==> src/rtl/assert_macros.svh <==
`ifndef ASSERT_MACROS_SVH
`define ASSERT_MACROS_SVH

// same-cycle implication, checked on clk, off while rst_n is low
`define GIC_ASSERT_IMP(lbl, ante, cons, msg) \
  lbl: assert property (@(posedge clk) disable iff (!rst_n) (ante) |-> (cons)) \
    else $error(msg);

// next-cycle implication, checked on clk, off while rst_n is low
`define GIC_ASSERT_NXT(lbl, ante, cons, msg) \
  lbl: assert property (@(posedge clk) disable iff (!rst_n) (ante) |=> (cons)) \
    else $error(msg);

`endif

==> src/rtl/gic_pkg.sv <==
package gic_pkg;

  localparam int NUM_KEYS = 10;
  localparam int IN_AXES  = 4;
  localparam int ADC_W    = 12;
  localparam int AXIS_W   = 8;
  localparam int IN_W     = 64;
  localparam int OUT_W    = 56;
  localparam int CFG_AW   = 5;
  localparam int CFG_DW   = 32;

  localparam logic [AXIS_W-1:0] AXIS_CENTER = 8'd128;

  localparam logic [2:0] REG_CENTER_LX = 3'd0;
  localparam logic [2:0] REG_CENTER_LY = 3'd1;
  localparam logic [2:0] REG_CENTER_RX = 3'd2;
  localparam logic [2:0] REG_CENTER_RY = 3'd3;
  localparam logic [2:0] REG_COEF_B0   = 3'd4;
  localparam logic [2:0] REG_COEF_B1   = 3'd5;
  localparam logic [2:0] REG_COEF_A1   = 3'd6;
  localparam logic [2:0] REG_DEADZONE  = 3'd7;

  localparam int KEY_X     = 0;
  localparam int KEY_Y     = 1;
  localparam int KEY_UP    = 2;
  localparam int KEY_DOWN  = 3;
  localparam int KEY_L1    = 4;
  localparam int KEY_R1    = 5;
  localparam int KEY_B     = 6;
  localparam int KEY_LEFT  = 7;
  localparam int KEY_RIGHT = 8;
  localparam int KEY_A     = 9;

  localparam logic [3:0] HAT_N    = 4'd0;
  localparam logic [3:0] HAT_NE   = 4'd1;
  localparam logic [3:0] HAT_E    = 4'd2;
  localparam logic [3:0] HAT_SE   = 4'd3;
  localparam logic [3:0] HAT_S    = 4'd4;
  localparam logic [3:0] HAT_SW   = 4'd5;
  localparam logic [3:0] HAT_W    = 4'd6;
  localparam logic [3:0] HAT_NW   = 4'd7;
  localparam logic [3:0] HAT_NONE = 4'd8;

  localparam logic [ADC_W-1:0] CENTER_RST   = 12'd2048;
  localparam logic [15:0]      COEF_B_RST   = 16'd8834;
  localparam logic [15:0]      COEF_A1_RST  = 16'hA282;
  localparam logic [14:0]      DEADZONE_RST = 15'd2048;

  typedef logic [NUM_KEYS-1:0] keys_t;
  typedef logic [AXIS_W-1:0]   axis_t;
  typedef logic [ADC_W-1:0]    adc_t;

  typedef struct packed {
    logic [15:0] b0;
    logic [15:0] b1;
    logic [15:0] a1;
    logic [14:0] deadzone;
  } filt_cfg_t;

  typedef struct packed {
    logic adv;
    logic load_a;
    logic load_d;
  } pipe_ctl_t;

endpackage

==> src/rtl/gic_merge.sv <==
module gic_merge (
  input  gic_pkg::keys_t           keys,
  input  gic_pkg::axis_t           axis [gic_pkg::IN_AXES],
  output logic [gic_pkg::OUT_W-1:0] data
);
  import gic_pkg::*;

  logic [5:0] btn_low;
  logic [3:0] dir;
  logic [3:0] hat;

  assign btn_low = {keys[KEY_R1], keys[KEY_L1], keys[KEY_Y],
                    keys[KEY_B], keys[KEY_A], keys[KEY_X]};
  assign dir     = {keys[KEY_LEFT], keys[KEY_DOWN], keys[KEY_RIGHT], keys[KEY_UP]};

  always_comb begin
    unique case (dir)
      4'b0001: hat = HAT_N;
      4'b0011: hat = HAT_NE;
      4'b0010: hat = HAT_E;
      4'b0110: hat = HAT_SE;
      4'b0100: hat = HAT_S;
      4'b1100: hat = HAT_SW;
      4'b1000: hat = HAT_W;
      4'b1001: hat = HAT_NW;
      default: hat = HAT_NONE;
    endcase
  end

  assign data = {3'b000, keys, axis[3], axis[2], axis[1], axis[0],
                 hat, keys[KEY_RIGHT], btn_low};

endmodule

==> config.mk <==
export PLATFORM = sky130hd
export DESIGN_NAME = gic_merge
export DESIGN_NICKNAME = d
export VERILOG_FILES = /design/src/rtl/assert_macros.svh /design/src/rtl/gic_pkg.sv /design/src/rtl/gic_merge.sv
export SDC_FILE = /design/constraint.sdc
export NUM_CORES = 1
export LEC_CHECK = 0
export ABC_AREA = 1
export ABC_CLOCK_PERIOD_IN_PS = 800
export BUFFER_PORTS_ARGS = -buffer_cell sky130_fd_sc_hd__buf_4
export CAP_MARGIN = 40
export CORE_MARGIN = 4
export CORE_UTILIZATION = 26
export DETAILED_ROUTE_END_ITERATION = 10
export GPL_TIMING_DRIVEN = 0
export PLACE_DENSITY = 0.87
export SLEW_MARGIN = 0
export SYNTH_ARGS = -nofsm -noshare
export SYNTH_HDL_FRONTEND = slang
export SYNTH_SLANG_ARGS = --single-unit
==> constraint.sdc <==
create_clock -name vclk -period 0.8
set_clock_uncertainty 0.05 [all_clocks]
set_input_delay 0.16 -clock vclk [all_inputs]
set_output_delay 0.16 -clock vclk [all_outputs]
set_load 0.01 [all_outputs]
# ---- Word-level counts from Yosys, hierarchy flattened
# Memory sizes are Yosys's and may differ from the RTL's.
# Index checks and enable logic that the tools add are counted.
dict set report totals {
  reg_bits 0
  rom_bits 64
  inputBits 42
  output_inout_bits 56
  memories 1
}
# name depth width rd rd_ports_with_merged_regs wr line
set memory_table {}
lappend memory_table {{(name not given)} 16 4 1 0 0 gic_merge.sv:17} ;# unique case (dir)

# ---- Depth between registers and ports, before layout
# An unclocked memory read counts as a cell.
dict set report logic_depth {
  depth_word 1
  mapped_depth 5
}

# ---- Worst setup path after synthesis
# OpenSTA, ideal clock, no wires.
dict set report synth_timing {
  kind {input to output}
  start {input keys[2]}
  end {output data[9] (netlist name)}
  arrival_ns 0.505
  required_ns 0.590
  path_slack_ns 0.085
  path_stages 3
  path_buffers 0
  path_cell_list {nand2_1 -> nand2_1 -> a21oi_1}
}
dict set report synth_between {
  elab_chain_len 1
}
# item line
set synth_rtl {}
lappend synth_rtl {{from (decl)} gic_merge.sv:2} ;# input gic_pkg::keys_t keys,
lappend synth_rtl {{$mem_v2 16x4} n/a}
lappend synth_rtl {{to (decl)} gic_merge.sv:4} ;# output logic [gic_pkg::OUT_W-1:0] data
# No other way between the ends.

# ---- Worst setup path in the final report
dict set report layout_timing {
  start {input keys[8]}
  end {output data[9] (netlist name)}
}
# The elaborated chain is that of the path after synthesis.

==> impl_results.rst <==
.. list-table::
   :header-rows: 1

   * - Metric
     - Value
   * - Largest net degree at the start of global routing
     - 7
   * - Final WL
     - 1711 microns
   * - Sequential element share of the synthesized area
     - 0%
   * - Synth Area per Inst
     - 6.714 sq um
   * - Per-cell routed wire length
     - 11.04 microns
   * - Final critical-path setup slack
     - -0.07143 ns
   * - Post-synthesis cell count
     - 71
   * - Global-route wire length before repair
     - 2194 microns
   * - Total power draw
     - 620.0 uW
   * - Outcome
     - finished, violations left
   * - Clock power frac
     - 0%
   * - Chip width
     - 50.82 microns
   * - Number of vias in the routed layout
     - 583
   * - Die Area
     - 2583 sq um
   * - Worst setup path category
     - in -> out
   * - Int Pwr
     - 388.9 uW
   * - Shortest clock period the worst path allows after layout
     - a little under 0.9 ns
   * - Final setup vio count
     - 4
   * - Port bufs
     - 57
   * - Maximum operating frequency
     - 1148 MHz
   * - Critical path fanouts, max
     - 6
   * - CP endpoint kind
     - primary output
   * - Required arrival time at the worst endpoint
     - 0.59 ns
   * - Data arrival time of the critical path
     - 0.66 ns
   * - Number of remaining DRC errors
     - 0
   * - Total global routing overflow
     - 0
   * - I/O pin count
     - 98
   * - Worst-case vdd ir drop
     - between 0.2 and 0.3 mV
   * - Path category of the worst min-delay check
     - in -> out
   * - Floorplan row count
     - 15
   * - Count of different cell masters after synthesis
     - 10
   * - Worst setup path startpoint
     - keys[8]
   * - Hold buffer count at cts
     - 0
   * - Area taken by multi-input logic gates
     - roughly 110 sq um
   * - Static leakage
     - 0.0006200 uW
   * - Number of sequential storage elements
     - 0
   * - Dominant cell type by area after synthesis
     - buf_4
   * - Combined flip-flop and latch cell area
     - 0 sq um
   * - Setup repair after global routing missed its margin
     - yes
   * - Share of cells above drive strength 1
     - 93.85%
   * - Area of the mapped netlist
     - between 400 and 500 sq um
   * - Antenna violations before repair
     - 0
   * - Initial DRC count
     - 2
   * - CLK BUF
     - 0
   * - Starting density of the core
     - between 20% and 30%
   * - P&R area growth vs syn
     - 117.6%
   * - Finished layout cell area
     - 1037 sq um
   * - Area post-placement
     - about 940 sq um
   * - Vias in the first global route
     - 555
   * - Launching element type of the critical path
     - input pin
   * - Final weighted congestion of routability-driven global placement
     - 0.8263
   * - Share of the core filled with cells in the final layout
     - 60.07%
   * - Number of maximum-capacitance constraint violations
     - 0
   * - Area share of the leading cell type in the synthesized netlist
     - between 80% and 90%
   * - Share of the clock period used by the worst path
     - 108.9%
   * - Pins over their slew limit
     - 0
   * - Vias per std cell
     - between 3 and 4
   * - Number of warnings printed during yosys synthesis
     - 0
   * - Filler cell count
     - 166
   * - Fin Hold WS
     - 0.4464 ns
   * - Core region area
     - 1727 sq um
   * - Nets@finish
     - 174
   * - First-pass iteration count of the detailed router
     - 2
   * - Portion of total power attributed to sequential cells
     - 0%
   * - N_diodes
     - 0
   * - Part of the power in combinational logic
     - 100.0%
   * - Final hold violation count
     - 0
   * - DIE HEIGHT
     - 50.82 microns
   * - Top cells by area in the synthesized netlist
     - buf_4 (82%), nand2_1 (5.5%), nand2_2 (2.6%), inv_1 (2.4%), a21oi_1 (2.1%)
   * - Worst Min Path Start
     - keys[4]
   * - Switching power
     - 231.1 uW
   * - Post-Place Worst Slack
     - -0.1398 ns
   * - Remaining number of nets flagged by the antenna check after routing
     - 0
   * - Detailed placer's ending HPWL
     - 1525 microns
   * - Global-route usage over all layers
     - 10.38%
   * - Failing checks
     - setup timing
   * - Total power density per cell area
     - between 500 and 600 nW/um^2
   * - Switching part of the total
     - 37.27%
synthesized netlist by cell type:
master    n
o21ai_1   1
inv_2     1
nand2_2   2
inv_1     3
a21oi_2   1
nand2_1   7
conb_1    1
a21oi_1   2
nand3_1   1
buf_4    52
layout by cell type (no fill, tap or decap), drive strengths merged:
master	count
buf	109
nand2	9
inv	4
conb	3
a21oi	3
nand3	1
o21ai	1
kinds of logic after synthesis:
| logic type | share of synthesized area [%] |
|---|---|
| buffers and inverters | 85.04 |
| and+or+nand+nor | 9.186 |
| AOI/OAI and AO/OA | 4.986 |
| other | 0.7866 |
per-stage QoR:
stage	setup TNS, ns	instances
after global placement	-0.3685	155
after global routing	-0.3445	155
after CTS	-0.2574	155
final	-0.2348	155
after detailed placement	-0.5215	155
after floorplan	0	73
repair_timing:
action | in CTS | in global routing
pin swaps | 6 | 5
endpoints found under the setup margin | 4 | 4
setup buffers | 0 | 0
resized for setup | 23 | 7
final timing paths:
check | cells after the start | to | slack (ns)
setup / recovery | 5 | data[9] | -0.07
hold / removal | 2 | data[47] | 0.45
cell type report:
cell class / instances / share of cell area [%]
plain buffers: 52 / 37.64
inverters: 4 / 3.136
multi-input cells: 17 / 10.74
well taps: 25 / 3.016
repair buffers: 57 / 45.48
layer usage:
metal,up-vias,global-route usage [%],share of wire (%)
met4,0,3.139,2.9
met2,60,20.65,53
met5,-,0,0
li1,279,-,-
met3,4,2.332,16
met1,240,10.53,28
power groups by stage:
stage | sequential, uW | combinational (uW) | clock, uW
2_1_floorplan | 0 | 312 | 0
3_3_place_gp | 0 | 554 | 0
3_5_place_dp | 0 | 566 | 0
4_1_cts | 0 | 607 | 0
5_1_grt | 0 | 658 | 0
6_report | 0 | 620 | 0
critical path, cell delays in order:
cell     delay [ns]
buf_12         0.12
inv_6          0.06
nand2_2        0.06
a21oi_1        0.12
buf_4          0.14
Power figures use the tool's default switching activity.
