## config.mk

```make
export PLATFORM = sky130hd
export DESIGN_NAME = gic_axis_lane
export DESIGN_NICKNAME = d
export VERILOG_FILES = /design/src/rtl/assert_macros.svh /design/src/rtl/gic_pkg.sv /design/src/rtl/gic_axis_lane.sv
export SDC_FILE = /design/constraint.sdc
export NUM_CORES = 2
export LEC_CHECK = 0
export BUFFER_PORTS_ARGS = -buffer_cell sky130_fd_sc_hd__buf_2
export CORE_MARGIN = 3
export CORE_UTILIZATION = 50
export CTS_CLUSTER_SIZE = 14
export DETAILED_ROUTE_END_ITERATION = 8
export PLACE_DENSITY = 0.64
export REMOVE_ABC_BUFFERS = 1
export SYNTH_ARGS = -nofsm -noshare
export SYNTH_HDL_FRONTEND = slang
export SYNTH_SLANG_ARGS = --single-unit
```

## constraint.sdc

```tcl
create_clock -name clk -period 22 [get_ports clk]
set_clock_uncertainty 0.2 [all_clocks]
set_input_delay 5.5 -clock clk [delete_from_list [all_inputs] [get_ports clk]]
set_output_delay 5.5 -clock clk [all_outputs]
set_load 0.01 [all_outputs]
```

## src/rtl/assert_macros.svh

```systemverilog
`ifndef ASSERT_MACROS_SVH
`define ASSERT_MACROS_SVH

// same-cycle implication, checked on clk, off while rst_n is low
`define GIC_ASSERT_IMP(lbl, ante, cons, msg) \
  lbl: assert property (@(posedge clk) disable iff (!rst_n) (ante) |-> (cons)) \
    else $error(msg);

// next-cycle implication, checked on clk, off while rst_n is low
`define GIC_ASSERT_NXT(lbl, ante, cons, msg) \
  lbl: assert property (@(posedge clk) disable iff (!rst_n) (ante) |=> (cons)) \
    else $error(msg);

`endif

```

## src/rtl/gic_pkg.sv

```systemverilog
package gic_pkg;

  localparam int NUM_KEYS = 10;
  localparam int IN_AXES  = 4;
  localparam int ADC_W    = 12;
  localparam int AXIS_W   = 8;
  localparam int IN_W     = 64;
  localparam int OUT_W    = 56;
  localparam int CFG_AW   = 5;
  localparam int CFG_DW   = 32;

  localparam logic [AXIS_W-1:0] AXIS_CENTER = 8'd128;

  localparam logic [2:0] REG_CENTER_LX = 3'd0;
  localparam logic [2:0] REG_CENTER_LY = 3'd1;
  localparam logic [2:0] REG_CENTER_RX = 3'd2;
  localparam logic [2:0] REG_CENTER_RY = 3'd3;
  localparam logic [2:0] REG_COEF_B0   = 3'd4;
  localparam logic [2:0] REG_COEF_B1   = 3'd5;
  localparam logic [2:0] REG_COEF_A1   = 3'd6;
  localparam logic [2:0] REG_DEADZONE  = 3'd7;

  localparam int KEY_X     = 0;
  localparam int KEY_Y     = 1;
  localparam int KEY_UP    = 2;
  localparam int KEY_DOWN  = 3;
  localparam int KEY_L1    = 4;
  localparam int KEY_R1    = 5;
  localparam int KEY_B     = 6;
  localparam int KEY_LEFT  = 7;
  localparam int KEY_RIGHT = 8;
  localparam int KEY_A     = 9;

  localparam logic [3:0] HAT_N    = 4'd0;
  localparam logic [3:0] HAT_NE   = 4'd1;
  localparam logic [3:0] HAT_E    = 4'd2;
  localparam logic [3:0] HAT_SE   = 4'd3;
  localparam logic [3:0] HAT_S    = 4'd4;
  localparam logic [3:0] HAT_SW   = 4'd5;
  localparam logic [3:0] HAT_W    = 4'd6;
  localparam logic [3:0] HAT_NW   = 4'd7;
  localparam logic [3:0] HAT_NONE = 4'd8;

  localparam logic [ADC_W-1:0] CENTER_RST   = 12'd2048;
  localparam logic [15:0]      COEF_B_RST   = 16'd8834;
  localparam logic [15:0]      COEF_A1_RST  = 16'hA282;
  localparam logic [14:0]      DEADZONE_RST = 15'd2048;

  typedef logic [NUM_KEYS-1:0] keys_t;
  typedef logic [AXIS_W-1:0]   axis_t;
  typedef logic [ADC_W-1:0]    adc_t;

  typedef struct packed {
    logic [15:0] b0;
    logic [15:0] b1;
    logic [15:0] a1;
    logic [14:0] deadzone;
  } filt_cfg_t;

  typedef struct packed {
    logic adv;
    logic load_a;
    logic load_d;
  } pipe_ctl_t;

endpackage

```

## src/rtl/gic_axis_lane.sv

```systemverilog
module gic_axis_lane (
  input  logic                clk,
  input  logic                rst_n,
  input  gic_pkg::pipe_ctl_t  ctl,
  input  gic_pkg::adc_t       adc,
  input  gic_pkg::adc_t       center,
  input  gic_pkg::filt_cfg_t  coef,
  output gic_pkg::axis_t      axis
);
  import gic_pkg::*;

  logic signed [12:0] off;
  logic signed [16:0] scaled;
  logic signed [15:0] x_nxt;
  logic signed [15:0] x_r, xp_r;
  logic signed [31:0] m0_r, m1_r;
  logic signed [32:0] ff_r;
  logic signed [31:0] fb_prod;
  logic signed [33:0] acc;
  logic signed [18:0] acc_sh;
  logic signed [15:0] y_nxt;
  logic signed [15:0] y_r;
  axis_t              a_raw;
  axis_t              gap;

  assign off    = $signed({1'b0, adc}) - $signed({1'b0, center});
  assign scaled = $signed({off, 4'b0000});

  always_comb begin
    if (scaled[16] != scaled[15]) begin
      x_nxt = scaled[16] ? 16'sh8000 : 16'sh7fff;
    end else begin
      x_nxt = scaled[15:0];
    end
  end

  assign fb_prod = $signed(coef.a1) * y_r;
  assign acc     = $signed({ff_r[32], ff_r}) + $signed({{2{fb_prod[31]}}, fb_prod});
  assign acc_sh  = acc[33:15];

  always_comb begin
    if ((acc_sh[18:15] != 4'b0000) && (acc_sh[18:15] != 4'b1111)) begin
      y_nxt = acc_sh[18] ? 16'sh8000 : 16'sh7fff;
    end else begin
      y_nxt = acc_sh[15:0];
    end
  end

  always_ff @(posedge clk) begin
    if (!rst_n) begin
      x_r  <= '0;
      xp_r <= '0;
      y_r  <= '0;
    end else begin
      if (ctl.load_a) begin
        x_r  <= x_nxt;
        xp_r <= x_r;
      end
      if (ctl.load_d) begin
        y_r <= y_nxt;
      end
    end
  end

  always_ff @(posedge clk) begin
    if (ctl.adv) begin
      m0_r <= $signed(coef.b0) * x_r;
      m1_r <= $signed(coef.b1) * xp_r;
      ff_r <= $signed({m0_r[31], m0_r}) + $signed({m1_r[31], m1_r});
    end
  end

  assign a_raw = {~y_r[15], y_r[14:8]};
  assign gap   = a_raw[7] ? {1'b0, a_raw[6:0]} : AXIS_CENTER - a_raw;
  assign axis  = (gap < {1'b0, coef.deadzone[14:8]}) ? AXIS_CENTER : a_raw;

endmodule

```

; After elaboration in Yosys (flattened, before gate mapping)
; Index checks and enable logic that the tools add are counted.
[totals]
reg_bits = 145
word_cells = 25
[classes]
addsub = 4
n_mul = 3
magnitude_cmp = 1
eq_ne = 2
n_mux = 6
n_bitwise = 1
n_reduce_logical = 2
[ops]
columns = cell, n
row1 = 16-bit by 16-bit multiplier with 32-bit output, 3
row2 = 16-bit 2-to-1 mux, 4
row3 = 33-bit by 32-bit adder with 34-bit output, 1
row4 = 32-bit by 32-bit adder with 33-bit output, 1
row5 = 8-bit 2-to-1 mux, 2
row6 = 12-bit by 12-bit subtractor with 13-bit output, 1
row7 = 8-bit by 7-bit < comparator with 1-bit output, 1
row8 = "8-bit subtractor, first input constant", 1
row9 = "4-bit != test, second input constant", 1
row10 = 4-bit nonzero test, 1
row11 = 1-bit logical AND, 1
row12 = 1-bit != test, 1
row13 = 1-bit NOT, 1

; Longest topological paths before layout
[depth]
depth_word = 5
ltp_mapped = 26

; Least setup slack after synthesis
; No wires, ideal clock.
[synth_timing]
kind = input to output
startpoint = input coef[9] in the netlist's numbering
endpoint = output axis[2]
t_arrival_ps = 7051
path_slack_ps = 9249
path_stages = 11
path_cell_list = inv_1 > ha_1 > a21boi_0 > o21a_1 > o21ai_0 > nand2b_1 > a21oi_1 > nor2b_1 > o21ai_0 > nand2_1 > and2_1
[synth_between]
elab_chain_cells = 2
[synth_rtl]
columns = item, line
row1 = from (decl), gic_axis_lane.sv:7  ; input gic_pkg::filt_cfg_t coef,
row2 = 8-bit by 7-bit < comparator with 1-bit output, gic_axis_lane.sv:75  ; assign axis = (gap < {1'b0, coef.deadzone[14:8]}) ? AXIS_CENTER : a_raw;
row3 = 8-bit 2-to-1 mux, gic_axis_lane.sv:75
row4 = to (decl), gic_axis_lane.sv:8  ; output gic_pkg::axis_t axis
; No other way between the ends.

; Final worst setup path
[layout_timing]
startpoint = input coef[9] in the netlist's numbering
endpoint = output axis[3]
; The elaborated chain is that of the path after synthesis.

==> key figures <==
Cells and area
  • Antenna diode count: 0
  • Fin util: 0.532
  • Multi-input logic area: 0.0286 sq mm
  • Area Growth Syn to Fin: 5.02%
  • Final-layout fill cell count: 6705
  • Sequential standard cell area: 0.00375 sq mm
  • Share of cells above drive strength 1: 0.0445
  • Nets@finish: 5036
  • Non-Filler Instances: 4772

Setup path
  • R2R setup slack: 14.44 ns
  • Critical path's top delay family: compound AO/OA/AOI/OAI gates
  • Required time of the critical path: 16.30 ns
  • Worst Path Buf+Inv: 3
  • CP Capture Type: primary output
  • Crit Path Class: in2out
  • Worst path arrival time: between 7 and 8 ns
  • CP Max Fanout: 5
  • Crit-path slowest cell: o21ai_0
  • Startpoint types: primary input
  • CP Cell Sequence: buf_2 -> inv_1 -> ha_1 -> a21boi_0 -> o21a_1 -> o21ai_0 -> nand2b_1 -> a21oi_1 -> nor2b_1 -> o21ai_0 -> nand2_1 -> and2_1 -> buf_2
  • CP peak stage delay: 0.35 ns

Synth
  • Cells after Synth: roughly 3800
  • Cell Area, Synth: 0.0364 sq mm
  • Main synth FF type: edfxtp_1
  • Most frequent cell after synthesis: inv_1
  • Post-synthesis async set-or-reset flop share: 0
  • Yosys top cell by area: fa_1
  • Syn_area_per_cell: 9.54 sq um
  • Sequential element share of the synthesized area: 0.103
  • Commonest cells in the netlist: inv_1, fa_1, nand2_1, ha_1, and2_1
  • Synth unique cells: 78
  • #FFs+latches synth: 139
  • Post-synth top area share: 0.441
  • Synthesis warning total: 0
  • Synth area leaders: fa_1, ha_1, inv_1
  • Post-synth EDFFs: just under 100

Global route
  • Initial antenna violation count: 0
  • First-pass GRT wire length: around 130000 um
  • Total GRT Usage: 0.216
  • Number of global-route vias before repair: about 27000
  • Largest net degree at the start of global routing: slightly above 70
  • Gr ovfl total: 0

Placement
  • Worst slack, placed: 8.80 ns
  • Placed Cells: approximately 4700
  • Gp weighted congestion: 0.849
  • Dpl hpwl: 64100 um
  • Port buffer count: 91

CTS
  • CTS Root Cell: clkbuf_16
  • Clock-pin slew on the worst setup and hold paths: around 0.060 ns
  • # resized after CTS: 0
  • Post-CTS setup repair buffer count: 0
  • Htree depth: 4
  • Clock Sinks: 139
  • Clk Latency, worst-skew pair: 0.43 ns
  • # hold bufs at CTS: 0
  • CTS tree: yes
  • Maximum clock insertion buffer count: 2
  • Num CTS Buffers: 17

STA
  • Final worst-path cycle share: 0.599
  • Final Worst Setup Slack: 8.82 ns
  • Tightest Pin Transition: 0.951 ns
  • Final worst path period need: 13.18 ns
  • Fin Setup TNS: 0 ns
  • RSZ-0062 raised after global routing: no
  • Final setup violation count: 0
  • Top achievable clock speed: 75.9 MHz
  • Final slew viol count: 0
  • Slew HR: 0.365
  • Final Hold Viols: 0

Job
  • Max_cap viols: 0

Floorplanning
  • Initial Util: 0.507
  • CORE AREA: 0.0719 sq mm
  • Rows: 98
  • Total die area: 0.0761 sq mm
  • Die width: 276 um
  • Die H: roughly 280 um
  • Io pins: 100

Drt
  • DRT iter0 DRCs: 991
  • ANT nets after route: 0
  • Via count: 24500
  • Vias per cell: between 5 and 6
  • Total iterations of the first detailed-routing run: 5
  • Final WL: 76100 um
  • Routed len/inst: 16.0 um
  • DRC viols: 0

Worst hold path
  • Worst hold path type: reg2reg

Run status
  • Status: completed
logic make-up after synthesis:
| kind of cell | share of synthesized area |
|---|---|
| AOI/OAI and AO/OA | 0.0662 |
| xor gates and xnor gates | 0.0301 |
| adders and majority gates | 0.556 |
| buffers and inverters | 0.111 |
| DFF | 0.103 |
| muxes | 0.00468 |
| other | 0.000103 |
| and+or+nand+nor | 0.129 |
tightest hold or removal path, delay by kind of cell, from the launching register on:
kind / cells / cell delay, ns
mux: 1 / 0.07
flops: 1 / 0.32
simple gates: 1 / 0.08
path summary, 6_finish.rpt:
path	end	from	depth (start not counted)
max reg2reg	y_r[11]	y_r[1]	22
min	xp_r[15]	x_r[15]	2
max	axis[3]	coef[9]	13
min reg2reg	xp_r[15]	x_r[15]	2
placed cells by master (no fill, tap or decap), types with 6 or more instances in the layout:
cell type  netlist  final
and2_1         261    261
buf_4            1     15
and3_1          15     15
inv_1          948    948
nor3_1          19     19
ha_1           333    333
nor2_1         109    109
a31oi_1         14     14
a211oi_1        11     11
a21oi_1         98     98
buf_2            0     90
xor2_1          30     30
o21bai_1        10     10
o211ai_1        10     10
nand4_1          9      9
a21o_1          44     44
nand2b_1        51     51
nand2_1        423    423
fa_1           802    802
mux2i_1         17     17
o31ai_1          6      6
o21ai_0         71     71
nor2b_1         17     17
o21a_1          19     19
xnor2_1         95     95
a211oi_2         6      6
dfxtp_1         42     42
nand3_1         26     26
or3_1            7      7
a31o_2           6      6
edfxtp_1        97     97
clkbuf_16        0     18
final cells by class:
| cell class | count | area share |
|---|---|---|
| multi-input combinational | 2597 | 0.748 |
| tap | 950 | 0.0311 |
| inverter | 949 | 0.0932 |
| clock buffer | 20 | 0.0120 |
| clock inverter | 12 | 0.00285 |
| timing repair buffer | 105 | 0.0147 |
| sequential | 139 | 0.0982 |
per-stage QoR:
step	cell area [sq um]	hold slack, ns
final	38200	0.300
after global placement	37700	0.275
after global routing	38200	0.359
after CTS	38200	0.295
after floorplan	35900	0.313
after detailed placement	37700	0.287
metal layers:
metal | wire, um | share of wire | track usage | up-vias
met5 | 0 | 0 | 0 | -
met4 | 845 | 0.011 | 0.0368 | 0
met3 | 2450 | 0.032 | 0.0196 | 59
met2 | 39600 | 0.52 | 0.393 | 404
met1 | 33300 | 0.44 | 0.285 | 12600
li1 | - | - | - | 11500
sequential cells by signal, indices dropped and copies added (netlist names):
register  count
x_r          13
ff_r         33
m1_r         32
m0_r         32
xp_r         13
y_r          16
Power is not shown: default switching activity piles up to over one toggle a cycle in this logic, so the estimate is an artifact.
