`config.mk`:
```
export PLATFORM = sky130hd
export DESIGN_NAME = gic_debounce
export DESIGN_NICKNAME = d
export VERILOG_FILES = /design/src/rtl/assert_macros.svh /design/src/rtl/gic_pkg.sv /design/src/rtl/gic_debounce.sv
export SDC_FILE = /design/constraint.sdc
export NUM_CORES = 1
export LEC_CHECK = 0
export BUFFER_PORTS_ARGS = -buffer_cell sky130_fd_sc_hd__buf_4
export CAP_MARGIN = 20
export CORE_AREA = 2 2 106 108
export CTS_BUF_LIST = sky130_fd_sc_hd__clkbuf_4 sky130_fd_sc_hd__clkbuf_8 sky130_fd_sc_hd__clkbuf_16
export DETAILED_ROUTE_END_ITERATION = 10
export DIE_AREA = 0 0 108 110
export PLACE_DENSITY = 0.74
export SLEW_MARGIN = 40
export SYNTH_ARGS = -nofsm -noshare
export SYNTH_HDL_FRONTEND = slang
export SYNTH_SLANG_ARGS = --single-unit
```
`constraint.sdc`:
```
create_clock -name clk -period 3.42 [get_ports clk]
set_clock_uncertainty 0.1 [all_clocks]
set_input_delay 0.513 -clock clk [delete_from_list [all_inputs] [get_ports clk]]
set_output_delay 0.513 -clock clk [all_outputs]
set_load 0.02 [all_outputs]
```
`src/rtl/assert_macros.svh`:
```
`ifndef ASSERT_MACROS_SVH
`define ASSERT_MACROS_SVH

// same-cycle implication, checked on clk, off while rst_n is low
`define GIC_ASSERT_IMP(lbl, ante, cons, msg) \
  lbl: assert property (@(posedge clk) disable iff (!rst_n) (ante) |-> (cons)) \
    else $error(msg);

// next-cycle implication, checked on clk, off while rst_n is low
`define GIC_ASSERT_NXT(lbl, ante, cons, msg) \
  lbl: assert property (@(posedge clk) disable iff (!rst_n) (ante) |=> (cons)) \
    else $error(msg);

`endif

```
`src/rtl/gic_pkg.sv`:
```
package gic_pkg;

  localparam int NUM_KEYS = 10;
  localparam int IN_AXES  = 4;
  localparam int ADC_W    = 12;
  localparam int AXIS_W   = 8;
  localparam int IN_W     = 64;
  localparam int OUT_W    = 56;
  localparam int CFG_AW   = 5;
  localparam int CFG_DW   = 32;

  localparam logic [AXIS_W-1:0] AXIS_CENTER = 8'd128;

  localparam logic [2:0] REG_CENTER_LX = 3'd0;
  localparam logic [2:0] REG_CENTER_LY = 3'd1;
  localparam logic [2:0] REG_CENTER_RX = 3'd2;
  localparam logic [2:0] REG_CENTER_RY = 3'd3;
  localparam logic [2:0] REG_COEF_B0   = 3'd4;
  localparam logic [2:0] REG_COEF_B1   = 3'd5;
  localparam logic [2:0] REG_COEF_A1   = 3'd6;
  localparam logic [2:0] REG_DEADZONE  = 3'd7;

  localparam int KEY_X     = 0;
  localparam int KEY_Y     = 1;
  localparam int KEY_UP    = 2;
  localparam int KEY_DOWN  = 3;
  localparam int KEY_L1    = 4;
  localparam int KEY_R1    = 5;
  localparam int KEY_B     = 6;
  localparam int KEY_LEFT  = 7;
  localparam int KEY_RIGHT = 8;
  localparam int KEY_A     = 9;

  localparam logic [3:0] HAT_N    = 4'd0;
  localparam logic [3:0] HAT_NE   = 4'd1;
  localparam logic [3:0] HAT_E    = 4'd2;
  localparam logic [3:0] HAT_SE   = 4'd3;
  localparam logic [3:0] HAT_S    = 4'd4;
  localparam logic [3:0] HAT_SW   = 4'd5;
  localparam logic [3:0] HAT_W    = 4'd6;
  localparam logic [3:0] HAT_NW   = 4'd7;
  localparam logic [3:0] HAT_NONE = 4'd8;

  localparam logic [ADC_W-1:0] CENTER_RST   = 12'd2048;
  localparam logic [15:0]      COEF_B_RST   = 16'd8834;
  localparam logic [15:0]      COEF_A1_RST  = 16'hA282;
  localparam logic [14:0]      DEADZONE_RST = 15'd2048;

  typedef logic [NUM_KEYS-1:0] keys_t;
  typedef logic [AXIS_W-1:0]   axis_t;
  typedef logic [ADC_W-1:0]    adc_t;

  typedef struct packed {
    logic [15:0] b0;
    logic [15:0] b1;
    logic [15:0] a1;
    logic [14:0] deadzone;
  } filt_cfg_t;

  typedef struct packed {
    logic adv;
    logic load_a;
    logic load_d;
  } pipe_ctl_t;

endpackage

```
`src/rtl/gic_debounce.sv`:
```
module gic_debounce #(
  parameter int DEBOUNCE_TICKS = 20
) (
  input  logic              clk,
  input  logic              rst_n,
  input  gic_pkg::pipe_ctl_t ctl,
  input  gic_pkg::keys_t    raw_keys,
  output gic_pkg::keys_t    keys
);
  import gic_pkg::*;

  localparam logic [8:0] TICKS = 9'(DEBOUNCE_TICKS);

  keys_t      deb_r;
  keys_t      deb_nxt;
  logic [7:0] cnt_r   [NUM_KEYS];
  logic [7:0] cnt_nxt [NUM_KEYS];

  always_comb begin
    logic [8:0] inc;
    inc = '0;
    deb_nxt = deb_r;
    for (int k = 0; k < NUM_KEYS; k++) begin
      inc = {1'b0, cnt_r[k]} + 9'd1;
      cnt_nxt[k] = '0;
      if (raw_keys[k] != deb_r[k]) begin
        if (inc >= TICKS) begin
          deb_nxt[k] = ~deb_r[k];
        end else begin
          cnt_nxt[k] = inc[7:0];
        end
      end
    end
  end

  always_ff @(posedge clk) begin
    if (!rst_n) begin
      deb_r <= '0;
      for (int k = 0; k < NUM_KEYS; k++) cnt_r[k] <= '0;
    end else if (ctl.load_a) begin
      deb_r <= deb_nxt;
      for (int k = 0; k < NUM_KEYS; k++) cnt_r[k] <= cnt_nxt[k];
    end
  end

  assign keys = deb_r;

endmodule

```
After elaboration in Yosys (flattened, before gate mapping)
Memories as Yosys holds them, arrays and structs flattened. Cells that the tools add are included.

Add/sub/neg operators: 10. $lt $le $gt $ge: 10. Eq/ne operators: 10. Mux-type cells: 34. Bitwise operators: 20. Reduce and logical (&&, ||, !) cells: 10.

Operators with widths (number): 8-bit 2-to-1 mux (30); 8-bit by 1-bit adder with 9-bit output (second input constant) (10); 9-bit by 5-bit greater-or-equal comparator with 1-bit output (second input constant) (10); 3-bit AND reduction (10); 1-bit != test (10); 1-bit inverter (10); 1-bit OR (10); 1-bit 2-to-1 mux (4).

Bits in registers: 10. Bits in writable memories: 80. Input bits: 15. Output and inout port bits: 10. Word-level logic and storage cells: 105. Memories kept: 1.

Memory list: cnt_r (words 10, bits a word 8, rd ports 10, clocked after Yosys merged registers in 0, write ports 10, line gic_debounce.sv:16) `logic [7:0] cnt_r [NUM_KEYS];`.

Logic depth before layout (Yosys ltp)
Gate-level depths: netlist (run 1).

Depth after elaboration: 5. Gate-level depth with buffers: 7. Gate-level depth less buffers: 6.

Worst setup path after synthesis (run 1)
OpenSTA, ideal clock, no wires.

Path kind: input port to flip-flop. From: input rst_n. To: memory cnt_r[0][0] (enable). Library setup time: 0.800 ns. Arrival: 2.441 ns. Data required time: 2.520 ns. Slack: 0.079 ns. Cell stages on the path: 3. Buffers on the path: 2. Cells stage by stage: clkbuf_1 -> buf_1 -> nand2_1.

RTL lines: start, declared (line gic_debounce.sv:5) `input logic rst_n,`; end, declared (line gic_debounce.sv:16).

==> results of run 1 <==
where the power goes:
group,internal [mW],switching (mW)
clock,0.283,0.354
sequential,1.27,0.0754
combinational,0.0963,0.119
sequential cells by signal (all words and copies together), names as in the netlist:
signal	count
cnt_r	80
keys	10
path summary, 6_finish.rpt:
| kind | slack (ns) | to | startpoint | depth (start not counted) |
|---|---|---|---|---|
| setup / recovery | 1.15 | cnt_r[8][3] | cnt_r[8][0] | 6 |
| hold / removal | 0.32 | keys[7] | raw_keys[7] | 3 |
| setup reg to reg | 1.15 | cnt_r[8][3] | cnt_r[8][0] | 6 |
| hold reg to reg | 0.40 | keys[0] | keys[0] | 2 |
routing by layer:
metal	wire, µm	vias up
met1	4020	1634
met3	280	13
li1	-	1718
met2	4210	58
met5	0	-
met4	144	0
kinds of logic (layout without fill, tap and decap cells):
logic type / count (synthesis) / count (layout) / share of synthesized area
simple gates: 180 / 180 / 0.192
flops: 90 / 90 / 0.534
compound gates: 79 / 79 / 0.123
xor+xnor: 42 / 42 / 0.0755
buf+inv: 27 / 53 / 0.0257
fa+ha+maj: 15 / 15 / 0.0385
mux: 5 / 5 / 0.0108
other cells: 1 / 30 / 0.000770
per-stage QoR:
step	utilization	total power [mW]	area, µm²
after floorplan	-	1.51	4980
after global placement	0.493	1.57	5280
after detailed placement	0.493	1.59	5280
after CTS	0.509	2.22	5440
after global routing	0.509	2.30	5440
final	0.509	2.20	5440
layout make-up:
cell class                 count  area share
sequential                    90       0.478
multi-input combinational    351       0.415
timing repair buffer          23      0.0340
tap                          140      0.0322
clock buffer                  12      0.0269
inverter                      14     0.00966
clock inverter                 4     0.00345
layout by cell type, fill, tap and decap left out, types with 4 or more instances in the layout:
cell / synthesis / final
o31ai_1: 4 / 4
a211o_1: 4 / 4
a21oi_1: 10 / 10
nor2_1: 57 / 57
a211oi_1: 4 / 4
dfxtp_1: 10 / 10
conb_1: 1 / 30
o21ai_0: 11 / 11
nand4_1: 13 / 13
inv_1: 14 / 14
edfxtp_1: 80 / 80
o211ai_1: 7 / 7
ha_1: 15 / 15
xnor2_1: 15 / 15
nand3_1: 19 / 19
nand3b_1: 12 / 12
nand4b_1: 4 / 4
nand2_1: 41 / 40
clkbuf_8: 0 / 9
and2_1: 8 / 8
buf_4: 1 / 22
and4_1: 7 / 7
a31oi_1: 9 / 9
xor2_1: 27 / 27
worst min-delay path, cell delays in order:
cell and delay [ns]:
buf_4 0.12, nand2_1 0.06, o31ai_1 0.05
==> impl_metrics.toml, run 1 <==
[logic_synthesis]
synthTopCellsByArea = "edfxtp_1 (49%), xor2_1 (4.9%), nor2_1 (4.4%)"
ys.flop_type = "edfxtp_1"
syn_inst = 439
synth-edff-count = 80
ys_ff_latch = 90
async_flop_share = 0
syn_area_mm2 = 0.00487
yosys_warnings = 0
synth_common_cells = "edfxtp_1 (80), nor2_1 (57), nand2_1 (41)"
yosys.area.top_type_share = 0.493
yosysTopAreaCell = "edfxtp_1"
ys_seq_area_frac = 0.534
synth.avg_cell_area_um2 = 11.1
synth_most_common_cell = "edfxtp_1"
synth_cell_types = 60

[grt]
grt_max_degree = 47
grt_overflow_total = 0
met3_usage = 0.0259
grt_use_total = 0.155
top_usage_layer = "met2"
antenna_found_initial = 0
gr-usage-met2 = 0.270
grt_pass1_wl_um = 14400
use_met1 = 0.186
first_global_vias = 3286

[drt]
drt_iter0_drc = 233
drt_wl_total_um = 8650
drc = 0
ant_nets = 0
first_pass_iters = 5
viasPerCell = 5.40
post_drt_wl_per_cell_um = 13.6
num_vias = 3423

[floorplan]
die_w_um = 108
core_area_mm2 = 0.0107
die_area_mm2 = 0.0119
pin_count = 25
fp.dieH_um = 110
core.rowCount = 38
initial_core_util = 0.455

[clock_tree]
cts.reportedPaths.clkPinSlew_ns = 0.09
ctsHtreeMaxLevel = 3
cts_resized = 0
cts_buffer_depth = 2
cts_hold_buf = 0
post_cts_buffers = 0
cts_buffers = 9
clock_latency_ns = 0.35
root_buffer = "clkbuf_8"
cts_sinks = 90
cts_tree = "yes"

[setup_path]
critPathTopFamily = "simple AND/OR/NAND/NOR gates"
crit_path_start_kind = "flop"
path_max_fanout = 6
crit_path_end_kind = "flop"
crit_slowest_cell = "edfxtp_1"
path_cells = "ha_1 > and4_1 > a21o_1 > a221o_1 > nand3b_1 > nor2_1"
crit_arrival_ns = 2.38
worst-path-buf-inv = 0
cp_slowest_stage_delay_ns = 0.47
crit_type = "reg -> reg"
required_ns = 3.53

[cells_and_area]
area.sequential_mm2 = 0.00260
fillers = 970
synthToLayoutAreaGrowth_pct = 11.7
multi_input_area_mm2 = 0.00226
nets = 519
n_antenna_cell = 0
final_cells = 634
drive_above_1_share = 0.111

[place]
pre_cts_ws_ns = 1.04
io_buffer_count = 22
dp_cells = 618
place_congestion = 0.874
hpwl_um = 5930

[timing]
relSlewSlack = 0.472
fin_tns_setup_ns = 0
setup_ws_ns = 1.15
fin_crit_ns = 2.27
fin_crit_sh = 0.664
hold_violations = 0
rsz0062_at_grt = "no"
worst_slew_pin_slew_ns = 0.792
setup_viol = 0
finalHoldWorstSlack_ns = 0.323
max_freq_mhz = 440
slew_violations = 0

[status]
outcome = "complete, no violations"

[min_path]
min_path_type = "in -> reg"

[pwr]
power_density_mw_per_mm2 = 404
ir_worst_vdd_mv = 0.176
leakagePower_nw = 2.01

[flow_run]
maxCapViolations = 0
No activity file was read; power rests on OpenSTA's default activity.
==> run 2, diff against run 1 <==
--- a/config.mk
+++ b/config.mk
@@ -11,7 +11,7 @@
 export CTS_BUF_LIST = sky130_fd_sc_hd__clkbuf_4 sky130_fd_sc_hd__clkbuf_8 sky130_fd_sc_hd__clkbuf_16
 export DETAILED_ROUTE_END_ITERATION = 10
 export DIE_AREA = 0 0 108 110
-export PLACE_DENSITY = 0.74
+export PLACE_DENSITY = 0.71
 export SLEW_MARGIN = 40
 export SYNTH_ARGS = -nofsm -noshare
 export SYNTH_HDL_FRONTEND = slang
==> constraint.sdc (replaced) <==
create_clock -name clk -period 2.3 [get_ports clk]
set_clock_uncertainty 0.1 [all_clocks]
set_input_delay 0.345 -clock clk [delete_from_list [all_inputs] [get_ports clk]]
set_output_delay 0.345 -clock clk [all_outputs]
set_load 0.02 [all_outputs]
==> run 2 against run 1 <==
Count of clock-buffer cells in the layout decreased by 1. First-iteration DRC count fell by 22%. Highest routed layer unchanged. Combinational power is 59% higher. Power increased by 61%. Largest cell class unchanged. Sequential power up 48%. Non-clock buffer count up 9.
==> impl_metrics.toml, run 2 (same netlist as run 1, synthesis figures left out) <==
[clock_tree]
ctsHtreeMaxLevel = 3
cts_tree = "yes"
root_buffer = "clkbuf_8"
cts_buffers = 9
cts.reportedPaths.clkPinSlew_ns = 0.09
cts_buffer_depth = 2
clock_latency_ns = 0.36
cts_hold_buf = 0
cts_sinks = 90

[grt]
grt_overflow_total = 0
grt_pass1_wl_um = 14600
grt_max_degree = 50
antenna_found_initial = 0
first_global_vias = 3191
grt_use_total = 0.159

[min_path]
min_path_cells = 3
hp-start = "raw_keys[0]"
worstHoldEndpoint = "keys[0]"
min_path_type = "in -> reg"

[floorplan]
core.rowCount = 38
fp.dieH_um = 110
initial_core_util = 0.455
die_w_um = 108
core_area_mm2 = 0.0107
pin_count = 25
die_area_mm2 = 0.0119

[place]
place_area_mm2 = 0.00532
hpwl_um = 6040
io_buffer_count = 22
place_congestion = 0.833

[drt]
drc = 0
first_pass_iters = 7
drt_wl_total_um = 8910
drt_iter0_drc = 181
ant_nets = 0
post_drt_wl_per_cell_um = 13.9
num_vias = 3443
viasPerCell = 5.35

[setup_path]
crit_path_start_kind = "flop"
ff2ff_path_depth = 6
worst_r2r_startpoint = "cnt_r[8][1]"
crit_arrival_ns = 2.29
r2r_slack_ns = 0.12
crit_slowest_cell = "edfxtp_1"
cp_slowest_stage_delay_ns = 0.44
crit_path_end_kind = "flop"
crit_type = "reg -> reg"
path_max_fanout = 6
worstReg2RegEnd = "cnt_r[8][3]"
path_cells = "ha_1 > and4_1 > a21o_1 > a221o_1 > nand3b_1 > nor2_1"
required_ns = 2.41

[timing]
fin_tns_setup_ns = 0
fin_crit_sh = 0.947
slew_violations = 0
hold_violations = 0
setup_viol = 0
max_freq_mhz = 459
rsz0062_at_grt = "no"
fin_crit_ns = 2.18

[cells_and_area]
final_common_cell = "edfxtp_1"
post-route-cell-area_mm2 = 0.00560
drive_above_1_share = 0.137
largest_reg_flops = 80
final_cell_mix = "edfxtp_1 (80), nor2_1 (57), nand2_1 (40)"
synthToLayoutAreaGrowth_pct = 14.9
nets = 528
n_antenna_cell = 0
largest-register = "cnt_r"

[pwr]
leakagePower_nw = 2.07
power_density_mw_per_mm2 = 631
ir_worst_vdd_mv = 0.442

[flow_run]
maxCapViolations = 0

[status]
outcome = "complete, no violations"
## run 2: metal layers
metal  vias to the layer above  GRT usage  wire (µm)
li1                       1724          -          -
met1                      1657      0.190       4050
met2                        52      0.284       4440
met3                        10     0.0370        274
met4                         0     0.0504        147
met5                         -          0          0
## run 2: repair_timing
item	in CTS	in global routing
setup buffers	0	3
resized for setup	0	6
setup endpoints to repair	0	24
## run 2: worst max path at each step
stage                      from     endpoint  cells after the start
global route        cnt_r[8][1]  cnt_r[8][0]                      6
detailed placement  cnt_r[2][0]  cnt_r[2][3]                      6
finish              cnt_r[8][1]  cnt_r[8][3]                      6
CTS                 cnt_r[8][1]  cnt_r[8][3]                      6
global placement    cnt_r[8][1]  cnt_r[8][2]                      6
floorplan           cnt_r[8][0]  cnt_r[8][2]                      6
## run 2: cell type report
type / instances / area, µm²
Fill cell: 952 / 5100
Sequential cell: 90 / 2600
Multi-Input combinational cell: 351 / 2300
Timing Repair Buffer: 32 / 253
Tap cell: 140 / 175
Clock buffer: 11 / 139
Clock inverter: 5 / 78.8
Inverter: 14 / 52.6
## run 2: report_power, final
part           total (mW)  switching, mW  leakage (nW)  internal (mW)
combinational       0.344          0.189          1.02          0.155
sequential           2.00          0.111         0.945           1.89
clock                1.19          0.554         0.104          0.633
## run 2: worst max-delay path, delay by kind of cell (launching register included)
family | cells | cell delay (ns)
AO/OA/AOI/OAI | 2 | 0.53
AND/OR/NAND/NOR | 3 | 0.68
flip-flops | 1 | 0.44
adder cells (fa/ha/maj) | 1 | 0.28
## run 2: per-stage QoR
step | power [mW] | hold WS, ns | instances | setup WS [ns] | util
global placement | 2.35 | 0.382 | 624 | 0.192 | 0.497
CTS | 3.57 | 0.136 | 640 | 0.0854 | 0.518
floorplan | 2.25 | 0.393 | 468 | 0.320 | -
global route | 3.68 | 0.150 | 643 | 0.0156 | 0.523
finish | 3.53 | 0.157 | 643 | 0.123 | 0.523
detailed placement | 2.37 | 0.391 | 624 | 0.109 | 0.497
==> run 3, diff against run 2 <==
--- a/config.mk
+++ b/config.mk
@@ -7,10 +7,10 @@
 export LEC_CHECK = 0
 export BUFFER_PORTS_ARGS = -buffer_cell sky130_fd_sc_hd__buf_4
 export CAP_MARGIN = 20
-export CORE_AREA = 2 2 106 108
-export CTS_BUF_LIST = sky130_fd_sc_hd__clkbuf_4 sky130_fd_sc_hd__clkbuf_8 sky130_fd_sc_hd__clkbuf_16
+export CORE_AREA = 2 2 98 100
+export CTS_BUF_LIST = sky130_fd_sc_hd__clkbuf_4
 export DETAILED_ROUTE_END_ITERATION = 10
-export DIE_AREA = 0 0 108 110
+export DIE_AREA = 0 0 100 102
 export PLACE_DENSITY = 0.71
 export SLEW_MARGIN = 40
 export SYNTH_ARGS = -nofsm -noshare
==> run 3 against run 2 <==
Maximum frequency down 0.80%. Global-route usage increased by 1.3 points. Die area fell by 14%. First-iteration DRC count is 15% lower. Hold slack worse by 0.071 ns. Register-to-register slack lost 0.02 ns. Largest cell class unchanged.
==> impl_metrics.toml, run 3 (same netlist as run 1, synthesis figures left out) <==
[setup_path]
crit_path_end_kind = "flop"
required_ns = 2.46
ff2ff_path_depth = 6
worstReg2RegEnd = "cnt_r[8][3]"
r2r_slack_ns = 0.11
crit_type = "reg -> reg"
worst_r2r_startpoint = "cnt_r[8][1]"
crit_arrival_ns = 2.36
crit_path_start_kind = "flop"
path_max_fanout = 6

[cells_and_area]
nets = 531
largest-register = "cnt_r"
final_common_cell = "edfxtp_1"
drive_above_1_share = 0.135
largest_reg_flops = 80
final_cells = 616
fillers = 768
final_cell_mix = "edfxtp_1 (80), nor2_1 (57), nand2_1 (40)"
post-route-cell-area_mm2 = 0.00549
synthToLayoutAreaGrowth_pct = 12.7
n_antenna_cell = 0

[timing]
fin_tns_setup_ns = 0
fin_crit_sh = 0.954
fin_crit_ns = 2.19
max_freq_mhz = 456
hold_violations = 0
setup_viol = 0
slew_violations = 0

[drt]
post_drt_wl_per_cell_um = 13.9
top_layer = "met4"
wl_met2_um = 4150
dr_wl_met3_um = 300
drc = 0
wl_met1_um = 4040
num_vias = 3444
ant_nets = 0
first_pass_iters = 4
drt_iter0_drc = 154
viasPerCell = 5.59
drt_wl_total_um = 8570

[grt]
grt_overflow_total = 0
antenna_found_initial = 0
grt_max_degree = 55
first_global_vias = 3144
grt_use_total = 0.171
grt_pass1_wl_um = 14000

[flow_run]
maxCapViolations = 0

[min_path]
min_path_type = "in -> reg"
worstHoldEndpoint = "keys[3]"
hp-start = "raw_keys[3]"
min_path_cells = 3

[clock_tree]
cts_buffer_depth = 2
cts_sinks = 90
clock_latency_ns = 0.41
root_buffer = "clkbuf_4"
ctsHtreeMaxLevel = 3
cts_buffers = 9
cts_hold_buf = 0
cts_tree = "yes"
cts.reportedPaths.clkPinSlew_ns = 0.14

[place]
io_buffer_count = 22
dp_cells = 596
place_congestion = 0.827
hpwl_um = 5830
place_area_mm2 = 0.00529

[floorplan]
initial_core_util = 0.535
fp.dieH_um = 102
die_area_mm2 = 0.0102
pin_count = 25
die_w_um = 100
core.rowCount = 35
core_area_mm2 = 0.00911

[pwr]
p_total_mw = 3.30
ir_worst_vdd_mv = 0.310
power_density_mw_per_mm2 = 601
leakagePower_nw = 2.06

[status]
outcome = "complete, no violations"
[run 3: worst max-delay path, stage by stage, from the launching register on]
cell and delay [ns]:
edfxtp_1 0.47, ha_1 0.29, and4_1 0.23, a21o_1 0.18, a221o_1 0.35, nand3b_1 0.28, nor2_1 0.16
[run 3: report_power, final]
| part | switching [mW] | internal, mW | total (mW) |
|---|---|---|---|
| Combinational | 0.183 | 0.155 | 0.338 |
| Sequential | 0.109 | 1.89 | 2.00 |
| Clock | 0.513 | 0.446 | 0.959 |
| Total | 0.806 | 2.49 | 3.30 |
[run 3: area by class of cell]
type / instances / area (µm²) / share of cell area
clock buffer: 10 / 75.1 / 0.0137
multi-input combinational: 351 / 2260 / 0.413
timing repair buffer: 35 / 275 / 0.0501
inverter: 14 / 52.6 / 0.00957
tap: 111 / 139 / 0.0253
clock inverter: 5 / 80.1 / 0.0146
sequential: 90 / 2600 / 0.474
[run 3: through the flow]
step                      hold slack (ns)  worst slack, ns  utilization
after floorplan                     0.393            0.320            -
after global placement              0.370            0.200        0.581
after detailed placement            0.387            0.139        0.581
after CTS                          0.0529            0.100        0.598
after global routing               0.0441          -0.0151        0.603
final                              0.0852            0.105        0.603
[run 3: timing repair]
action                     CTS  global route
setup buffers                0             5
setup endpoints to repair    0            16
resized for setup            0             1
[run 3: worst max path at each step]
stage / startpoint / depth (start not counted) / end / slack [ns]
2_1_floorplan: cnt_r[8][0] / 6 / cnt_r[8][2] / 0.32
5_1_grt: cnt_r[9][0] / 7 / cnt_r[9][4] / -0.02
6_report: cnt_r[8][1] / 6 / cnt_r[8][3] / 0.11
3_5_place_dp: cnt_r[8][1] / 6 / cnt_r[8][3] / 0.14
4_1_cts: cnt_r[2][0] / 6 / cnt_r[2][4] / 0.10
3_3_place_gp: cnt_r[2][0] / 6 / cnt_r[2][4] / 0.20
[run 3: per-layer routing]
metal,up-vias,track usage
met3,7,0.0287
met1,1646,0.222
met5,-,0
li1,1735,-
met2,56,0.291
met4,0,0.0674
